===== src/design/crwg_pkg.sv =====
// ----------------------------------------------------------------------------
// crwg_pkg
// Constants, command/status types and mixing functions of the combined
// random word generator.
// ----------------------------------------------------------------------------
package crwg_pkg;

  // Field widths.
  localparam int WORD_W       = 64;
  localparam int SKIP_COUNT_W = 32;
  localparam int CFG_INDEX_W  = 2;
  localparam int WL_W         = 4;

  // Default for the skip count mask width.
  localparam int SKIP_BITS_DEFAULT = 32;

  // Register indexes of the configuration port.
  localparam logic [CFG_INDEX_W-1:0] CFG_SEED      = 2'd0;
  localparam logic [CFG_INDEX_W-1:0] CFG_WORD_SIZE = 2'd1;

  // Word size code for full 64-bit words.
  localparam logic [1:0] WS_64 = 2'd3;

  // Generator constants.
  localparam logic [63:0] SEED_XOR = 64'd4101842887655102017;
  localparam logic [63:0] LCG_MUL  = 64'd2862933555777941757;
  localparam logic [63:0] LCG_ADD  = 64'd7046029254386353087;
  localparam logic [31:0] MWC_MUL  = 32'd4294957665;

  // Commands from the controller to the datapath.
  typedef struct packed {
    logic latch;
    logic init;
    logic step_mul;
    logic step_sum;
    logic copy_v;
    logic copy_w;
    logic shift_get;
    logic skip_sub;
    logic skip_div;
    logic cnt_dec;
    logic load;
    logic skip_tail;
    logic emit;
  } crwg_cmd_t;

  // Status from the datapath to the controller.
  typedef struct packed {
    logic func;
    logic z_zero;
    logic z_le_wl;
    logic can_shift;
    logic cnt_zero;
    logic cnt_one;
    logic out_free;
  } crwg_sts_t;

  // One step of the 17/31/8 xorshift.
  function automatic logic [63:0] xs_step(input logic [63:0] v);
    logic [63:0] t;
    t = v ^ (v >> 17);
    t = t ^ (t << 31);
    t = t ^ (t >> 8);
    return t;
  endfunction

  // Output value from the three sub-generator words.
  function automatic logic [63:0] mix(input logic [63:0] u, input logic [63:0] v,
                                      input logic [63:0] w);
    logic [63:0] x;
    x = u ^ (u << 21);
    x = x ^ (x >> 35);
    x = x ^ (x << 4);
    return (x + v) ^ w;
  endfunction

  // Mask of one output word for a word size code.
  function automatic logic [63:0] word_mask(input logic [1:0] ws);
    logic [63:0] m;
    case (ws)
      2'd0:    m = 64'h0000_0000_0000_00ff;
      2'd1:    m = 64'h0000_0000_0000_ffff;
      2'd2:    m = 64'h0000_0000_ffff_ffff;
      default: m = 64'hffff_ffff_ffff_ffff;
    endcase
    return m;
  endfunction

endpackage


===== src/design/crwg_ctrl.sv =====
// ----------------------------------------------------------------------------
// crwg_ctrl
// Controller state machine: sequences seeding, get and skip operations
// as commands to the datapath.
// ----------------------------------------------------------------------------
module crwg_ctrl import crwg_pkg::*; (
  input  logic      clk,
  input  logic      rst_n,
  input  logic      seed_wr,
  input  logic      in_valid,
  output logic      in_ready,
  input  crwg_sts_t sts,
  output crwg_cmd_t cmd
);

  typedef enum logic [15:0] {
    S_INIT      = 16'b0000_0000_0000_0001,
    S_SEED_MUL  = 16'b0000_0000_0000_0010,
    S_SEED_SUM  = 16'b0000_0000_0000_0100,
    S_SEED_COPY = 16'b0000_0000_0000_1000,
    S_IDLE      = 16'b0000_0000_0001_0000,
    S_DECIDE    = 16'b0000_0000_0010_0000,
    S_SKIP_SUB  = 16'b0000_0000_0100_0000,
    S_SKIP_DIV  = 16'b0000_0000_1000_0000,
    S_ADV_TEST  = 16'b0000_0001_0000_0000,
    S_ADV_MUL   = 16'b0000_0010_0000_0000,
    S_ADV_SUM   = 16'b0000_0100_0000_0000,
    S_GEN_MUL   = 16'b0000_1000_0000_0000,
    S_GEN_SUM   = 16'b0001_0000_0000_0000,
    S_LOAD      = 16'b0010_0000_0000_0000,
    S_SKIP_TAIL = 16'b0100_0000_0000_0000,
    S_EMIT      = 16'b1000_0000_0000_0000
  } crwg_state_t;

  // Seeding runs three steps; the first two are followed by a copy.
  localparam logic [1:0] PHASE_COPY_V = 2'd0;
  localparam logic [1:0] PHASE_LAST   = 2'd2;

  crwg_state_t state_r, state_nxt;
  logic [1:0]  phase_r, phase_nxt;

  // Next state and command decode.
  always_comb begin
    state_nxt = state_r;
    phase_nxt = phase_r;
    cmd       = '0;
    in_ready  = 1'b0;
    case (state_r)
      S_INIT: begin
        cmd.init  = 1'b1;
        phase_nxt = PHASE_COPY_V;
        state_nxt = S_SEED_MUL;
      end
      S_SEED_MUL: begin
        cmd.step_mul = 1'b1;
        state_nxt    = S_SEED_SUM;
      end
      S_SEED_SUM: begin
        cmd.step_sum = 1'b1;
        state_nxt    = (phase_r == PHASE_LAST) ? S_IDLE : S_SEED_COPY;
      end
      S_SEED_COPY: begin
        if (phase_r == PHASE_COPY_V) begin
          cmd.copy_v = 1'b1;
        end else begin
          cmd.copy_w = 1'b1;
        end
        phase_nxt = phase_r + 2'd1;
        state_nxt = S_SEED_MUL;
      end
      S_IDLE: begin
        in_ready = !seed_wr;
        if (in_valid && !seed_wr) begin
          cmd.latch = 1'b1;
          state_nxt = S_DECIDE;
        end
      end
      S_DECIDE: begin
        if (!sts.func) begin
          if (sts.can_shift) begin
            cmd.shift_get = 1'b1;
            state_nxt     = S_EMIT;
          end else begin
            cmd.step_mul = 1'b1;
            state_nxt    = S_GEN_SUM;
          end
        end else if (sts.z_zero) begin
          state_nxt = S_IDLE;
        end else if (sts.z_le_wl) begin
          state_nxt = S_SKIP_TAIL;
        end else begin
          state_nxt = S_SKIP_SUB;
        end
      end
      S_SKIP_SUB: begin
        cmd.skip_sub = 1'b1;
        state_nxt    = S_SKIP_DIV;
      end
      S_SKIP_DIV: begin
        cmd.skip_div = 1'b1;
        state_nxt    = S_ADV_TEST;
      end
      S_ADV_TEST: begin
        state_nxt = sts.cnt_zero ? S_GEN_MUL : S_ADV_MUL;
      end
      S_ADV_MUL: begin
        cmd.step_mul = 1'b1;
        state_nxt    = S_ADV_SUM;
      end
      S_ADV_SUM: begin
        cmd.step_sum = 1'b1;
        cmd.cnt_dec  = 1'b1;
        state_nxt    = sts.cnt_one ? S_GEN_MUL : S_ADV_MUL;
      end
      S_GEN_MUL: begin
        cmd.step_mul = 1'b1;
        state_nxt    = S_GEN_SUM;
      end
      S_GEN_SUM: begin
        cmd.step_sum = 1'b1;
        state_nxt    = S_LOAD;
      end
      S_LOAD: begin
        cmd.load  = 1'b1;
        state_nxt = sts.func ? S_SKIP_TAIL : S_EMIT;
      end
      S_SKIP_TAIL: begin
        cmd.skip_tail = 1'b1;
        state_nxt     = S_IDLE;
      end
      S_EMIT: begin
        if (sts.out_free) begin
          cmd.emit  = 1'b1;
          state_nxt = S_IDLE;
        end
      end
      default: begin
        state_nxt = S_INIT;
      end
    endcase
    // A seed write restarts the generator from any state.
    if (seed_wr) begin
      state_nxt = S_INIT;
    end
  end

  // State registers.
  always_ff @(posedge clk) begin
    if (!rst_n) begin
      state_r <= S_INIT;
      phase_r <= PHASE_COPY_V;
    end else begin
      state_r <= state_nxt;
      phase_r <= phase_nxt;
    end
  end

endmodule


===== config.mk =====
export PLATFORM = sky130hd
export DESIGN_NAME = crwg_ctrl
export DESIGN_NICKNAME = d
export VERILOG_FILES = /design/src/design/crwg_pkg.sv /design/src/design/crwg_ctrl.sv
export SDC_FILE = /design/constraint.sdc
export NUM_CORES = 1
export LEC_CHECK = 0
export BUFFER_PORTS_ARGS = -buffer_cell sky130_fd_sc_hd__buf_2
export CORE_ASPECT_RATIO = 0.6
export CORE_MARGIN = 4
export CORE_UTILIZATION = 50
export CTS_CLUSTER_DIAMETER = 80
export DETAILED_ROUTE_END_ITERATION = 8
export PLACE_DENSITY = 0.73
export SYNTH_ARGS = -nofsm -noshare
export SYNTH_HDL_FRONTEND = slang
export SYNTH_SLANG_ARGS = --single-unit

===== constraint.sdc =====
create_clock -name clk -period 2.4 [get_ports clk]
set_input_delay 0.48 -clock clk [delete_from_list [all_inputs] [get_ports clk]]
set_output_delay 0.48 -clock clk [all_outputs]
set_load 0.1 [all_outputs]

==> results.md <==
- Status: finished with violations
- Failing checks: setup timing
- Cell mode on critical path: or4_4
- Routed len/inst: 23.5 µm
- Footprint of the multi-input gates: 961 µm²
- Slew headroom: 0.663
- Psw: 0.187 mW
- Post-synth top cells: nor2_1 (20), dfxtp_1 (18), nor3_1 (11)
- Worst R2R End: phase_r[0]
- Max FO, Critical Path: 3
- Crit-path cells: or4_4 -> or4_4 -> nor2_4 -> buf_12
- Yosys top cell area share: 0.283
- Rows: 13
- Startpoint type of the worst setup path: flip-flop
- Die X: 73.2 µm
- Crit-path slowest cell: or4_4
- CTS tree: built
- Yosys cell types: 47
- Worst path required time: 1920 ps
- Gr usage total: 0.281
- Fmax: 388 MHz
- VDD IR max: 354 µV
- Worst Setup Path Type: reg2out
- RSZ-0062 raised after global routing: yes
- Buf+Inv Stages, Crit Path: 1
- Register area share after synthesis: 0.283
- Seq cells post-synth: 18
- Final WL: 5730 µm
- GRT overflow: 0
- Power Density: 319 nW/µm²
- Drt first pass iters: 6
- Slowest cell delay on critical path: 590 ps
- Min-delay src: sts[5]
- HP Class: in2reg
- P&R area growth vs syn: 68.3%
- CTS Buf Count: 3
- Clock Tree Buf Depth: 2
- Clock Latency Late Sink: 270 ps
- Antenna diodes: 0
- Period utilization: 1.07
- Final Setup Violations: 13
- Core area: 2290 µm²
- Starting DRT DRC Count: 244
- Number of synthesized flops with an enable pin: 0
- GP Congestion: 0.900
- Worst Path Arrival: 2100 ps
- Final nets: 228
- Clock skew: 5.01 ps
- Clock sink count: 18
- P_int: 0.497 mW
- Ys Warns: 0
- Top Family by Delay on Critical Path: simple AND/OR/NAND/NOR gates
- Storage cell area: 384 µm²
- Synth Area in Compound Gates: 0.0796
- Cts hold-fix bufs: 0
- WHS: 410 ps
- Remaining antenna violation count: 0
- Vias: 1671
- Global-route wire length before repair: 7030 µm
- Static Leak: 0.853 nW
- IO Port Bufs: 24
- Reg2reg setup slack: 10 ps
- Post-synthesis simple-gate area fraction: 0.506
- Chip Height: 47.1 µm
- Top_reg_cell synth: dfxtp_1
- Synth Area in XOR/XNOR: 0.0413
- Root Buffer Master: clkbuf_8
- Synth area leader: dfxtp_1
- DRC errors left: 0
- Area of the die: 3450 µm²
- Number of fill cells: 76
- Max Transition Viols Final: 0
- Cells after Synth: 154
- Cell depth of the worst flop-to-flop path: 8
- Fin crit period: 2580 ps
- Largest cells by area after synthesis: dfxtp_1 (28%), nor2_1 (5.9%), nor3_1 (4.3%)
- # IOs: 25
- Initial antenna violation count: 0
- Critical path depth: 4
- Final hold violations: 0
- Largest family of logic cells by synthesized area: simple AND/OR/NAND/NOR gates
- Net Sw Frac: 0.274
- Reg power frac: 0.437
- Clock power share: 0.381
- Fin area: 2140 µm²
- Worst Hold Endpoint: state_r[6]
- CTS H-Tree Depth: 1
- Post-synthesis adder-cell area fraction: 0.0196
- Cell Area, Synth: 1270 µm²
- Largest net degree at the start of global routing: 11
- Area post-placement: 1820 µm²
- Crit Reg-Reg Startpoint: state_r[9]
- Max-cap viol count: 0
- Share of layout cells above drive strength 1: 0.528
- Proportion of synthesized area in mux cells: 0
- Vias in the first global route: 1421
- Logic pwr share: 0.182
- WHS Path Cells: 2
- Critical Path End Type: output port
- Worst-path clk slew: 70 ps
- HPWL Detailed: 3010 µm
- PnR worst setup slack: -179 ps
- Mean Syn Cell Area: 8.27 µm²
- Syn Nets: 167
- Top-count cell post-synth: nor2_1
- Worst-margin pin slew: 502 ps
- Share of flip-flops with an asynchronous set or reset: 0
- Initial Utilization: 0.555
- Vias per cell: 6.85
worst max-delay path by stage:
stage	from	to
after floorplan	state_r[2]	cmd[4]
after global placement	state_r[2]	cmd[5]
after detailed placement	state_r[2]	cmd[4]
after CTS	state_r[1]	cmd[4]
after global routing	state_r[9]	cmd[11]
final	state_r[2]	cmd[4]
registers in the layout (all words and copies together), names as in the netlist:
name and count:
phase_r 2, state_r 16
area by class of cell:
class / count / area share
Clock buffer: 4 / 0.0257
Inverter: 8 / 0.0158
Multi-Input combinational cell: 118 / 0.448
Sequential cell: 18 / 0.179
Tap cell: 30 / 0.0175
Timing Repair Buffer: 66 / 0.313
placed cells by master, fill, tap and decap left out, drive strengths merged, types with 4 or more instances in the layout:
master  instances
nor4            9
nor2           20
nand2           8
buf            66
nand4           7
a21oi           6
or4             5
inv             7
dfxtp          18
or4b            4
clkbuf          4
nor3           13
nand2b          7
through the flow:
| step | util | power, mW | setup TNS [ps] | worst slack (ps) | cells |
|---|---|---|---|---|---|
| 2_1_floorplan | - | 0.362 | -1260 | -367 | 154 |
| 3_3_place_gp | 0.793 | 0.403 | 0 | 119 | 221 |
| 3_5_place_dp | 0.793 | 0.405 | 0 | 103 | 221 |
| 4_1_cts | 0.880 | 0.664 | -647 | -118 | 234 |
| 5_1_grt | 0.935 | 0.700 | -1710 | -213 | 244 |
| 6_report | 0.935 | 0.684 | -1090 | -179 | 244 |
metal layers:
layer,wire length (µm),vias to the layer above,part of all wire,track usage
met1,2160,757,0.38,0.362
met2,2410,175,0.42,0.458
met5,0,-,0,0
met4,376,0,0.066,0.121
met3,783,53,0.14,0.0684
li1,-,686,-,-
timing repair:
item	4_1_cts	5_1_grt
setup endpoints to repair	8	11
resized for setup	18	16
setup buffers	9	11
pin swaps	14	16
power by group through the flow:
stage	Combinational [mW]	Clock (mW)	Sequential (mW)
floorplan	0.0509	0	0.312
global route	0.129	0.272	0.299
CTS	0.106	0.256	0.301
global placement	0.0931	0	0.309
finish	0.125	0.261	0.299
detailed placement	0.0955	0	0.310
worst reg2reg max path, stage by stage, from the launching register on:
cell and delay [ps]:
dfxtp_1 360, or4_4 610, nor3_4 280, nand4b_1 230, buf_4 200, buf_4 130, buf_4 130, and3_1 170
o21a_1 180
logic make-up (layout without fill, tap and decap cells):
group           after synthesis  count (layout)
buf+inv                      18              78
simple gates                 95              95
xor+xnor                      6               6
compound gates               15              15
fa+ha+maj                     2               2
flops                        18              18
Power figures use the tool's default switching activity.
